$ cat src/mavgs_pkg.sv
// Package for the moving-average early-stop block: field widths, register indexes,
// payload structs and the shared ALU operation codes.
// No dependencies; every other file of the block imports it.
`default_nettype none

package mavgs_pkg;

   localparam int SCORE_W            = 32;
   localparam int TOL_W              = 16;
   localparam int JUMP_W             = 16;
   localparam int DIV_STEPS          = 16;
   localparam int WINDOW_LEN_DEFAULT = 3;
   localparam int CSR_IDX_W          = 1;
   localparam int CSR_DATA_W         = 16;

   localparam logic [CSR_IDX_W-1:0] CSR_TOLERANCE      = 1'd0;
   localparam logic [CSR_IDX_W-1:0] CSR_MORE_IS_BETTER = 1'd1;

   typedef enum logic {
      ALU_ADD = 1'b0,
      ALU_SUB = 1'b1
   } alu_op_type;

   typedef struct packed {
      logic [SCORE_W-1:0] score;
      logic               new_series;
   } req_type;

   typedef struct packed {
      logic                     stop;
      logic                     history_full;
      logic signed [JUMP_W-1:0] jump;
   } rsp_type;

endpackage

`default_nettype wire

$ cat src/mavgs_hist.sv
// Score history of the early-stop block: circular buffer of the last 2K scores,
// write pointer and saturating count of scores seen. Depends on mavgs_pkg.
`default_nettype none

module mavgs_hist #(
   parameter int WINDOW_LEN = mavgs_pkg::WINDOW_LEN_DEFAULT,
   localparam int DEPTH     = 2 * WINDOW_LEN,
   localparam int PTR_W     = $clog2(DEPTH)
) (
   input  wire logic                         clock,
   input  wire logic                         reset,
   input  wire logic                         wr_en,
   input  wire logic                         wr_fresh,
   input  wire logic [mavgs_pkg::SCORE_W-1:0] wr_data,
   input  wire logic [PTR_W-1:0]             rd_addr,
   output logic      [mavgs_pkg::SCORE_W-1:0] rd_data,
   output logic      [PTR_W-1:0]             wr_ptr_next,
   output logic                              full_next
);
   import mavgs_pkg::*;

   localparam int FULL  = DEPTH + 1;
   localparam int CNT_W = $clog2(FULL + 1);

   logic [SCORE_W-1:0] hist_ff [DEPTH];
   logic [PTR_W-1:0]   wp_ff, wp_in, base;
   logic [CNT_W-1:0]   cnt_ff, cnt_in, cnt_base, cnt_new;

   function automatic logic [PTR_W-1:0] ptr_inc(input logic [PTR_W-1:0] ptr);
      ptr_inc = (ptr == PTR_W'(DEPTH - 1)) ? '0 : ptr + 1'b1;
   endfunction

   always_comb begin
      base     = wr_fresh ? '0 : wp_ff;
      cnt_base = wr_fresh ? '0 : cnt_ff;
      cnt_new  = (cnt_base < CNT_W'(FULL)) ? cnt_base + 1'b1 : cnt_base;
      // After the write the pointer addresses the oldest score of the history.
      wr_ptr_next = ptr_inc(base);
      full_next   = (cnt_new == CNT_W'(FULL));
      wp_in  = wp_ff;
      cnt_in = cnt_ff;
      if (wr_en) begin
         wp_in  = wr_ptr_next;
         cnt_in = cnt_new;
      end
   end

   always_ff @(posedge clock) begin
      if (reset) begin
         wp_ff  <= '0;
         cnt_ff <= '0;
      end else begin
         wp_ff  <= wp_in;
         cnt_ff <= cnt_in;
      end
   end

   always_ff @(posedge clock) begin
      if (wr_en) begin
         hist_ff[base] <= wr_data;
      end
   end

   assign rd_data = hist_ff[rd_addr];

endmodule

`default_nettype wire

$ cat src/mavgs_alu.sv
// Shared add/subtract unit of the early-stop block, used for window sums,
// tolerance compares and the restoring divider. Depends on mavgs_pkg.
`default_nettype none

module mavgs_alu #(
   parameter int W = 56
) (
   input  wire logic                  [W-1:0] a,
   input  wire logic                  [W-1:0] b,
   input  wire mavgs_pkg::alu_op_type         op,
   output logic                       [W-1:0] res,
   output logic                               borrow
);
   import mavgs_pkg::*;

   logic [W:0] full;

   always_comb begin
      unique case (op)
         ALU_ADD: full = {1'b0, a} + {1'b0, b};
         ALU_SUB: full = {1'b0, a} - {1'b0, b};
         default: full = '0;
      endcase
   end

   assign res = full[W-1:0];
   // On a subtract the top bit is set exactly when a < b.
   assign borrow = (op == ALU_SUB) && full[W];

endmodule

`default_nettype wire

$ cat src/moving_average_early_stop.sv
// Moving-average early-stop detector, top level. Uses mavgs_pkg, mavgs_hist, mavgs_alu.
// Each request carries one score (unsigned Q16.16) and a new-series flag. The block
// appends the score to a history of the last 2K scores (K = WINDOW_LEN) and returns
// exactly one response: stop, history_full and jump (signed Q1.15). Until 2K+1 scores
// of the current series are seen, the response is all zero.
// Both channels use valid/stall; req_stall is high whenever the sequencer is busy.
// A request that does not fill the history goes from the idle state straight to
// the output state. Otherwise a shared adder walks the windows: the first window sum,
// a multiply step for the tolerance bound, an add, subtract and compare per later
// window, a difference, absolute value and denominator step to form the jump operands
// and 16 divider steps; the next request is taken once the sequencer is back in idle.
// The response sits in an output register; a new request is taken while it waits,
// and the next result is held in the sequencer until the receiver drops rsp_stall.
// Configuration writes (tolerance, more_is_better) are taken at any time through the
// csr port and should only be made while the block is idle.
// Synchronous reset clears the history count and pointer, the sequencer state, the
// configuration registers and the response valid flag; the score storage itself is
// not cleared.
`default_nettype none

module moving_average_early_stop #(
   parameter int WINDOW_LEN = mavgs_pkg::WINDOW_LEN_DEFAULT
) (
   input  wire logic                              clock,
   input  wire logic                              reset,
   input  wire logic                              req_valid,
   output logic                                   req_stall,
   input  wire mavgs_pkg::req_type                req_data,
   output logic                                   rsp_valid,
   input  wire logic                              rsp_stall,
   output mavgs_pkg::rsp_type                     rsp_data,
   input  wire logic                              csr_wr_en,
   input  wire logic [mavgs_pkg::CSR_IDX_W-1:0]   csr_index,
   input  wire logic [mavgs_pkg::CSR_DATA_W-1:0]  csr_wdata
);
   import mavgs_pkg::*;

   localparam int DEPTH  = 2 * WINDOW_LEN;
   localparam int PTR_W  = $clog2(DEPTH);
   localparam int SUM_W  = SCORE_W + $clog2(WINDOW_LEN);
   localparam int FAC_W  = TOL_W + 1;
   localparam int CMP_W  = SUM_W + FAC_W;
   localparam int DEN_W  = SUM_W + 1;
   localparam int REM_W  = SUM_W + 2;
   localparam int STEP_W = ($clog2(WINDOW_LEN) > $clog2(DIV_STEPS)) ?
                           $clog2(WINDOW_LEN) : $clog2(DIV_STEPS);

   typedef enum logic [10:0] {
      ST_IDLE = 11'b000_0000_0001,
      ST_SUM  = 11'b000_0000_0010,
      ST_MULT = 11'b000_0000_0100,
      ST_ADD  = 11'b000_0000_1000,
      ST_SUB  = 11'b000_0001_0000,
      ST_CMP  = 11'b000_0010_0000,
      ST_DIFF = 11'b000_0100_0000,
      ST_ABS  = 11'b000_1000_0000,
      ST_DEN  = 11'b001_0000_0000,
      ST_DIV  = 11'b010_0000_0000,
      ST_OUT  = 11'b100_0000_0000
   } state_type;

   state_type           state_ff, state_in;
   logic [TOL_W-1:0]    tol_ff, tol_in;
   logic                mib_ff, mib_in;
   logic [SUM_W-1:0]    acc_ff, acc_in;
   logic [SUM_W-1:0]    s0_ff, s0_in;
   logic [CMP_W-1:0]    rhs_ff, rhs_in;
   logic                improved_ff, improved_in;
   logic                neg_ff, neg_in;
   logic [REM_W-1:0]    rem_ff, rem_in;
   logic [DEN_W-1:0]    den_ff, den_in;
   logic [JUMP_W-1:0]   quo_ff, quo_in;
   logic [STEP_W-1:0]   step_ff, step_in;
   logic [PTR_W-1:0]    rd_ff, rd_in;
   logic [PTR_W-1:0]    tl_ff, tl_in;
   rsp_type             res_ff, res_in;
   logic                rsp_valid_ff, rsp_valid_in;
   rsp_type             rsp_data_ff, rsp_data_in;

   logic                req_accept;
   logic [PTR_W-1:0]    hist_rd_addr;
   logic [SCORE_W-1:0]  hist_rd_data;
   logic [PTR_W-1:0]    hist_ptr_next;
   logic                hist_full_next;

   logic [CMP_W-1:0]    alu_a, alu_b, alu_res;
   alu_op_type          alu_op;
   logic                alu_borrow;

   logic [FAC_W-1:0]    factor;
   logic [CMP_W-1:0]    prod;
   logic [CMP_W-1:0]    lhs;
   logic [REM_W-1:0]    div_trial, div_rem;
   logic                div_bit, div_last;

   function automatic logic [PTR_W-1:0] ptr_inc(input logic [PTR_W-1:0] ptr);
      ptr_inc = (ptr == PTR_W'(DEPTH - 1)) ? '0 : ptr + 1'b1;
   endfunction

   // Quotient magnitude is at most 32768; a positive full-scale result saturates.
   function automatic logic [JUMP_W-1:0] jump_of(input logic [JUMP_W-1:0] q,
                                                 input logic neg, input logic den_zero);
      logic [JUMP_W-1:0] j;
      if (den_zero) begin
         j = '0;
      end else if (neg) begin
         j = ~q + 1'b1;
      end else if (q[JUMP_W-1]) begin
         j = {1'b0, {(JUMP_W-1){1'b1}}};
      end else begin
         j = q;
      end
      jump_of = j;
   endfunction

   assign req_stall  = reset || (state_ff != ST_IDLE);
   assign req_accept = req_valid && !req_stall;
   assign rsp_valid  = rsp_valid_ff;
   assign rsp_data   = rsp_data_ff;

   assign hist_rd_addr = (state_ff == ST_SUB) ? tl_ff : rd_ff;

   mavgs_hist #(
      .WINDOW_LEN(WINDOW_LEN)
   ) u_hist (
      .clock       (clock),
      .reset       (reset),
      .wr_en       (req_accept),
      .wr_fresh    (req_data.new_series),
      .wr_data     (req_data.score),
      .rd_addr     (hist_rd_addr),
      .rd_data     (hist_rd_data),
      .wr_ptr_next (hist_ptr_next),
      .full_next   (hist_full_next)
   );

   mavgs_alu #(
      .W(CMP_W)
   ) u_alu (
      .a      (alu_a),
      .b      (alu_b),
      .op     (alu_op),
      .res    (alu_res),
      .borrow (alu_borrow)
   );

   assign factor = mib_ff ? (FAC_W'(1) << TOL_W) + FAC_W'(tol_ff)
                          : (FAC_W'(1) << TOL_W) - FAC_W'(tol_ff);
   assign prod   = CMP_W'(acc_ff) * CMP_W'(factor);
   assign lhs    = CMP_W'({acc_ff, {TOL_W{1'b0}}});

   assign div_trial = alu_res[REM_W-1:0];
   assign div_bit   = !alu_borrow;
   assign div_rem   = div_bit ? div_trial : rem_ff;
   assign div_last  = (step_ff == STEP_W'(DIV_STEPS - 1));

   // Operand selection for the shared adder.
   always_comb begin
      alu_a  = CMP_W'(acc_ff);
      alu_b  = CMP_W'(hist_rd_data);
      alu_op = ALU_ADD;
      unique case (state_ff)
         ST_SUM, ST_ADD: begin
            alu_op = ALU_ADD;
         end
         ST_SUB: begin
            alu_op = ALU_SUB;
         end
         ST_CMP: begin
            alu_op = ALU_SUB;
            alu_a  = mib_ff ? rhs_ff : lhs;
            alu_b  = mib_ff ? lhs : rhs_ff;
         end
         ST_DIFF: begin
            alu_op = ALU_SUB;
            alu_a  = CMP_W'(s0_ff);
            alu_b  = CMP_W'(acc_ff);
         end
         ST_ABS: begin
            alu_op = ALU_SUB;
            alu_a  = neg_ff ? CMP_W'(acc_ff) : CMP_W'(s0_ff);
            alu_b  = neg_ff ? CMP_W'(s0_ff) : CMP_W'(acc_ff);
         end
         ST_DEN: begin
            alu_op = ALU_ADD;
            alu_a  = CMP_W'(s0_ff);
            alu_b  = CMP_W'(acc_ff);
         end
         ST_DIV: begin
            alu_op = ALU_SUB;
            alu_a  = CMP_W'(rem_ff);
            alu_b  = CMP_W'(den_ff);
         end
         ST_IDLE, ST_MULT, ST_OUT: begin
            alu_op = ALU_ADD;
         end
         default: begin
            alu_op = ALU_ADD;
         end
      endcase
   end

   always_comb begin
      state_in     = state_ff;
      tol_in       = tol_ff;
      mib_in       = mib_ff;
      acc_in       = acc_ff;
      s0_in        = s0_ff;
      rhs_in       = rhs_ff;
      improved_in  = improved_ff;
      neg_in       = neg_ff;
      rem_in       = rem_ff;
      den_in       = den_ff;
      quo_in       = quo_ff;
      step_in      = step_ff;
      rd_in        = rd_ff;
      tl_in        = tl_ff;
      res_in       = res_ff;
      rsp_valid_in = rsp_valid_ff && rsp_stall;
      rsp_data_in  = rsp_data_ff;

      if (csr_wr_en) begin
         unique case (csr_index)
            CSR_TOLERANCE:      tol_in = csr_wdata[TOL_W-1:0];
            CSR_MORE_IS_BETTER: mib_in = csr_wdata[0];
            default:            tol_in = tol_ff;
         endcase
      end

      unique case (state_ff)
         ST_IDLE: begin
            if (req_accept) begin
               acc_in      = '0;
               step_in     = '0;
               improved_in = 1'b0;
               rd_in       = hist_ptr_next;
               tl_in       = hist_ptr_next;
               if (hist_full_next) begin
                  state_in = ST_SUM;
               end else begin
                  res_in   = '0;
                  state_in = ST_OUT;
               end
            end
         end
         ST_SUM: begin
            acc_in = alu_res[SUM_W-1:0];
            rd_in  = ptr_inc(rd_ff);
            if (step_ff == STEP_W'(WINDOW_LEN - 1)) begin
               step_in  = '0;
               state_in = ST_MULT;
            end else begin
               step_in = step_ff + 1'b1;
            end
         end
         ST_MULT: begin
            s0_in    = acc_ff;
            rhs_in   = prod;
            state_in = ST_ADD;
         end
         ST_ADD: begin
            acc_in   = alu_res[SUM_W-1:0];
            rd_in    = ptr_inc(rd_ff);
            state_in = ST_SUB;
         end
         ST_SUB: begin
            acc_in   = alu_res[SUM_W-1:0];
            tl_in    = ptr_inc(tl_ff);
            state_in = ST_CMP;
         end
         ST_CMP: begin
            // A borrow here means the window beat the tolerance bound.
            improved_in = improved_ff || alu_borrow;
            if (step_ff == STEP_W'(WINDOW_LEN - 1)) begin
               step_in  = '0;
               state_in = ST_DIFF;
            end else begin
               step_in  = step_ff + 1'b1;
               state_in = ST_ADD;
            end
         end
         ST_DIFF: begin
            neg_in   = alu_borrow;
            state_in = ST_ABS;
         end
         ST_ABS: begin
            rem_in   = alu_res[REM_W-1:0];
            state_in = ST_DEN;
         end
         ST_DEN: begin
            den_in   = alu_res[DEN_W-1:0];
            quo_in   = '0;
            step_in  = '0;
            state_in = ST_DIV;
         end
         ST_DIV: begin
            quo_in = {quo_ff[JUMP_W-2:0], div_bit};
            rem_in = div_last ? div_rem : {div_rem[REM_W-2:0], 1'b0};
            if (div_last) begin
               res_in.stop         = !improved_ff;
               res_in.history_full = 1'b1;
               res_in.jump         = jump_of({quo_ff[JUMP_W-2:0], div_bit}, neg_ff,
                                             den_ff == '0);
               state_in = ST_OUT;
            end else begin
               step_in = step_ff + 1'b1;
            end
         end
         ST_OUT: begin
            if (!rsp_valid_ff || !rsp_stall) begin
               rsp_valid_in = 1'b1;
               rsp_data_in  = res_ff;
               state_in     = ST_IDLE;
            end
         end
         default: begin
            state_in = ST_IDLE;
         end
      endcase
   end

   always_ff @(posedge clock) begin
      if (reset) begin
         state_ff     <= ST_IDLE;
         tol_ff       <= '0;
         mib_ff       <= 1'b0;
         step_ff      <= '0;
         rsp_valid_ff <= 1'b0;
      end else begin
         state_ff     <= state_in;
         tol_ff       <= tol_in;
         mib_ff       <= mib_in;
         step_ff      <= step_in;
         rsp_valid_ff <= rsp_valid_in;
      end
   end

   always_ff @(posedge clock) begin
      acc_ff      <= acc_in;
      s0_ff       <= s0_in;
      rhs_ff      <= rhs_in;
      improved_ff <= improved_in;
      neg_ff      <= neg_in;
      rem_ff      <= rem_in;
      den_ff      <= den_in;
      quo_ff      <= quo_in;
      rd_ff       <= rd_in;
      tl_ff       <= tl_in;
      res_ff      <= res_in;
      rsp_data_ff <= rsp_data_in;
   end

endmodule

`default_nettype wire

$ cat config.mk
export PLATFORM = sky130hd
export DESIGN_NAME = moving_average_early_stop
export DESIGN_NICKNAME = d
export VERILOG_FILES = /design/src/mavgs_pkg.sv /design/src/mavgs_hist.sv /design/src/mavgs_alu.sv /design/src/moving_average_early_stop.sv
export SDC_FILE = /design/constraint.sdc
export NUM_CORES = 2
export LEC_CHECK = 0
export ABC_AREA = 1
export CAP_MARGIN = 10
export CELL_PAD_IN_SITES_DETAIL_PLACEMENT = 1
export CELL_PAD_IN_SITES_GLOBAL_PLACEMENT = 1
export CORE_ASPECT_RATIO = 0.8
export CORE_UTILIZATION = 47
export CTS_BUF_LIST = sky130_fd_sc_hd__clkbuf_8
export DETAILED_ROUTE_END_ITERATION = 8
export DONT_BUFFER_PORTS = 1
export PLACE_DENSITY = 0.88
export SKIP_CTS_REPAIR_TIMING = 1
export SLEW_MARGIN = 10
export SYNTH_ARGS = -nofsm -noshare
export SYNTH_HDL_FRONTEND = slang
export SYNTH_SLANG_ARGS = --single-unit
export TNS_END_PERCENT = 30
$ cat constraint.sdc
create_clock -name clock -period 7.9 [get_ports clock]
set_clock_uncertainty 0.2 [all_clocks]
set_input_delay 1.58 -clock clock [delete_from_list [all_inputs] [get_ports clock]]
set_output_delay 1.58 -clock clock [all_outputs]
set_load 0.01 [all_outputs]
* Word level (Yosys, flattened, before mapping)
Memories as Yosys holds them, arrays and structs flattened.
Cells that the tools add are included.
** Storage, ports and cells
- Output and inout port bits :: 20
- Latch bits :: 0
- Memory bits (writable) :: 192
- Memory bits (read-only) :: 0
- Memories :: 1
- Word-level logic and storage cells :: 150
- Register bits :: 288
- Bits of input ports :: 55
** Memories
- u_hist.hist_ff :: depth 6, bits a word 32, read ports 1, clocked after memory_dff 0, write ports 1, RTL line mavgs_hist.sv:25 : logic [SCORE_W-1:0] hist_ff [DEPTH];
** Operators by class
- Divide/modulo/power cells :: 0
- Muxes and demuxes :: 49
- Magnitude comparators :: 1
- Bitwise gates (word level) :: 3
- Equality and inequality tests :: 25
- $mul :: 1
- Shifts and indexed selects :: 0
- Reduce and logical (&&, ||, !) cells :: 36
- Add/subtract/negate cells :: 10
** Operators with widths (number)
- $pmux 51 s4 :: 2
- $pmux 11 s11 :: 1
- $pmux 52 s2 :: 1
- $mux 34 :: 3
- $mux 51 :: 2
- $mux 36 :: 2
- $pmux 36 s2 :: 1
- $pmux 34 s2 :: 1
- $mux 11 :: 5
- $mux 18 :: 3
- $add 51x51->52 :: 1
- $sub 51x51->52 :: 1
- $mul 34x17->51 :: 1
- $pmux 18 s2 :: 1
- $logic_not 35->1 :: 1
- $mux 16 :: 2
- $pmux 15 s2 :: 1
- $mux 3 :: 8
- $add 17x16->17 const A :: 1
- $mux 17 :: 1
- $sub 17x16->17 const A :: 1
- $add 16x1->16 const B :: 1
- $not 16->16 :: 1
- $pmux 4 s4 :: 1
- other kinds (38) :: 82

* Logic depth before layout (Yosys ltp)
An unclocked memory read counts as a cell.
- Depth in word-level cells :: 14
- Gate-level depth with buffers :: 44

* Modules after synthesis
From an unflattened synthesis, not the netlist that was laid out.
** Second synthesis, totals
- Cell total of the unflattened synthesis :: 6183
- Area total of the unflattened synthesis :: 48158.7 um^2
** By module, submodules not included
- moving_average_early_stop :: times used 1, area each 34211.6 um^2, cells each 4288
- mavgs_hist :: times used 1, area each 7742.4 um^2, cells each 610
- mavgs_alu :: times used 1, area each 6204.7 um^2, cells each 1285

* Worst setup path before layout
Ideal clock, no wire load.
- Path type :: flip-flop to flip-flop
- Start :: register tol_ff[0]
- End :: register rhs_ff[50], data pin
- Setup slack :: 0.442 ns
- Data required time :: 7.436 ns
- Setup time :: 0.264 ns
- Arrival time :: 6.995 ns
- Buffers on the path :: 2
- Cell stages (with the launch flop) :: 38
- Cell sequence :: dfxtp_1 > clkbuf_1 > nor3_1 > inv_1 > nor3_1 > inv_1 > nor3_1 > inv_1 > nor2_1 > inv_1 > nor3_1 > nand2_1 > inv_1 > nand2_1 > nand3_1 > nand2_1 > inv_1 > buf_2 > [... 2 more ...] > inv_1 > fa_1 > fa_1 > fa_1 > inv_1 > fa_1 > inv_1 > fa_1 > inv_1 > ha_1 > nand2_1 > nor2_1 > inv_1 > nor4_1 > nand2_1 > o211ai_1 > a31oi_1 > xor2_1
** On the way
- Longest elaborated chain between the ends :: 3
** Ends and longest elaborated chain
- start: declaration :: RTL line moving_average_early_stop.sv:63 : logic [TOL_W-1:0] tol_ff, tol_in;
- start signal: assignment :: RTL line moving_average_early_stop.sv:331 : tol_ff <= tol_in;
- $sub 17x16->17 / $add 17x16->17 (equally long branches) :: RTL line moving_average_early_stop.sv:148, moving_average_early_stop.sv:147
- $mux 17 * :: RTL line moving_average_early_stop.sv:147 : assign factor = mib_ff ? (FAC_W'(1) << TOL_W) + FAC_W'(tol_ff)
- $mul 34x17->51 * :: RTL line moving_average_early_stop.sv:149 : assign prod = CMP_W'(acc_ff) * CMP_W'(factor);
- via prod[50] :: RTL line moving_average_early_stop.sv:91 : logic [CMP_W-1:0] prod;
- end signal: assignment :: RTL line moving_average_early_stop.sv:341 : rhs_ff <= rhs_in;
- end: declaration :: RTL line moving_average_early_stop.sv:67 : logic [CMP_W-1:0] rhs_ff, rhs_in;
Mark *: on every way through the listed nets, which the timed path passes. The rest lies on a longest branch.
A chain may end at the register's enable or synchronous reset.

* Final worst setup path
- Start :: register tol_ff[2]
- End :: register rhs_ff[50], data pin
Same word-level chain as after synthesis.

==> flow_metrics.tcl <==
set metrics [dict create \
    vias_per_cell 6.10 \
    grt_pass1_vias 43300 \
    netlist_instances 5254 \
    arrival_ns 8.21 \
    dr_total_vias 41500 \
    dp_hpwl_um 144000 \
    syn_area_um2 44200 \
    synth_flop_cell "edfxtp_1" \
    synth.mux.area_fraction_pct 0 \
    drv_slew 0 \
    nets 6218 \
    antenna_left 0 \
    regArea_um2 14000 \
    numCtsBuffers 83 \
    start_util_pct 47.5 \
    synth_nets 5971 \
    hold_viol 0 \
    grt_usage_pct 39.2 \
    max_slew_margin_pct 13.0 \
    synthToLayoutAreaGrowth_pct 14.2 \
    synthXorXnorAreaFrac_pct 2.04 \
    synth_cell_types 61 \
    coreArea_um2 93100 \
    tightest_slew_ns 1.30 \
    drt_iter0_markers 4790 \
    grt_pass1_wl_um 276000 \
    critPathMaxFanout 7 \
    dr.pass1.iters 6 \
    synthArstFlopShare_pct 0 \
    die_area_um2 95300 \
    antenna_found_initial 2 \
    grt_overflow 0 \
    critPathSlowestCell "fa_1" \
    cp.required_ns 8.15 \
    drive_gt1_share_pct 13.3 \
    setup.worst_path.class "register to register" \
    rsz0062_at_grt "true" \
    fin_crit_sh_pct 101 \
    maxCapViolCount 0 \
    drt-total-wl_um 191000 \
    grt_max_degree 107 \
    synth_seq_area_share_pct 31.7 \
    worst_slack_ns -0.0537 \
    cts_buffer_depth 3 \
    post-route-min-period_ns 7.95 \
    htree_levels 3 \
    fill_cells 11100 \
    violations "negative setup slack" \
    clkTransAtPathRegs_ns 0.08 \
    fp.dieH_um 276 \
    numPlacedInstances 6609 \
    yosysWarnings 0 \
    synth_edf_count 441 \
    cts_sinks 480 \
    crit_path_start_kind "register" \
    synthAdderAreaFrac_pct 26.9 \
    synth_seq_cells 480 \
    worstHoldPathType "register to register" \
    avgSynthCellArea_um2 8.41 \
    final_util_pct 54.2 \
    numPortBuffers 0 \
    gp_congestion 1.08 \
    synth_top_family_by_area "adder cells" \
    multi_input_area_um2 26400 \
    drc 0 \
    cts_tree "done" \
    cpMostUsedCell "fa_1" \
    rows 100 \
    die_w_um 345 \
    pin_count 75 \
    instances_no_fill 6793 \
    routedWlPerCell_um 28.1 \
    insertion_delay_ns 0.73 \
    synth_compound_gate_area_share_pct 8.61 \
    endpoint_kind "register" \
    synthSimpleGateAreaFrac_pct 20.2 \
    status "complete, but fails checks" \
    setup_viol 7 \
    slowest_delay_ns 0.56 \
    clockRootBuffer "clkbuf_8" \
    fmax_mhz 126 \
]
cell usage after synthesis (10+ instances only):
cell | number | share of area [%]
a211oi_1 | 25 | 0.42
a21oi_1 | 197 | 2.2
a31oi_1 | 40 | 0.57
buf_1 | 10 | 0.085
buf_2 | 36 | 0.41
clkbuf_1 | 164 | 1.4
clkinv_1 | 14 | 0.12
dfxtp_1 | 39 | 1.8
edfxtp_1 | 441 | 30
fa_1 | 480 | 22
ha_1 | 182 | 5.2
inv_1 | 961 | 8.2
nand2_1 | 1220 | 10
nand2_2 | 12 | 0.17
nand3_1 | 281 | 3.2
nand3b_1 | 22 | 0.37
nand4_1 | 20 | 0.28
nor2_1 | 498 | 4.2
nor2_2 | 10 | 0.14
nor3_1 | 42 | 0.48
nor4_1 | 16 | 0.23
o2111ai_1 | 18 | 0.36
o211ai_1 | 39 | 0.66
o21ai_0 | 224 | 2.5
o21ai_1 | 17 | 0.19
o221ai_1 | 25 | 0.50
o22ai_1 | 14 | 0.20
xnor2_1 | 49 | 0.97
xor2_1 | 54 | 1.1
registers in the layout (all words and copies together), names as in the netlist, 18 cells and up:
register,cells
acc_ff,34
rhs_ff,51
rsp_data,18
s0_ff,34
den_ff,35
u_hist.hist_ff,192
rem_ff,36
res_ff,18
per-layer routing:
| metal | GRT usage (%) | routed length [um] |
|---|---|---|
| met1 | 51.9 | 71200 |
| met2 | 57.6 | 81700 |
| met3 | 11.9 | 25400 |
| met4 | 20.3 | 12700 |
| met5 | 0 | 9 |
through the flow:
stage	cell area [um2]	hold WS [ns]	setup TNS (ns)	setup WS (ns)
3_3_place_gp	47700	0.201	-0.0998	-0.0998
2_1_floorplan	44200	0.200	0	0.442
4_1_cts	49300	0.221	-5.90	-0.393
3_5_place_dp	47700	0.206	-2.94	-0.294
6_report	50500	0.218	-0.240	-0.0537
5_1_grt	50500	0.224	-6.97	-0.394
layout make-up:
type                            count  area share (%)
Antenna cell                        1         0.00496
Clock buffer                       90            2.45
Clock inverter                     62           0.731
Inverter                          981            7.34
Multi-Input combinational cell   3571            52.3
Sequential cell                   480            27.8
Tap cell                         1224            3.03
Timing Repair Buffer              384            6.33
critical path: cells and delay by family (launching register included):
kind            cells  cell delay (ns)
compound gates      6             1.27
xor+xnor            1             0.10
fa+ha+maj           7             3.30
buf+inv             9             0.92
flops               1             0.33
simple gates       11             1.53
kinds of logic (layout without fill, tap and decap cells):
kind of cell	count (synthesis)	after routing
AND/OR/NAND/NOR	2157	2157
buffers and inverters	1203	1517
adder cells (fa/ha/maj)	662	662
AO/OA/AOI/OAI	649	649
flip-flops	480	480
XOR/XNOR	103	103
other	0	1
worst paths after layout:
check | cells after the start | slack (ns) | from | endpoint
min reg2reg | 0 | 0.22 | res_ff[3] | rsp_data[3]
max reg2reg | 34 | -0.05 | tol_ff[2] | rhs_ff[50]
max | 34 | -0.05 | tol_ff[2] | rhs_ff[50]
min | 0 | 0.22 | res_ff[3] | rsp_data[3]
layout by cell type (no fill, tap or decap), drive strengths merged, types with 5 or more instances in the layout:
cell type	n
xor2	54
o21a	5
fa	480
buf	383
nand3b	22
inv	983
ha	182
dfxtp	39
a21oi	203
nor2	513
a21o	7
o21bai	8
a211oi	25
clkbuf	91
o221ai	25
nand3	284
nor3	44
o22ai	14
clkinv	51
clkinvlp	6
or2	8
a21boi	5
o21ai	244
nor4	16
edfxtp	441
xnor2	49
nand2	1238
a31oi	40
o211ai	40
o2111ai	18
a221oi	8
nand4	22
Power is left out: the tool's default activity adds up to more than one toggle a clock period on the data nets, which glitch-free logic cannot reach.
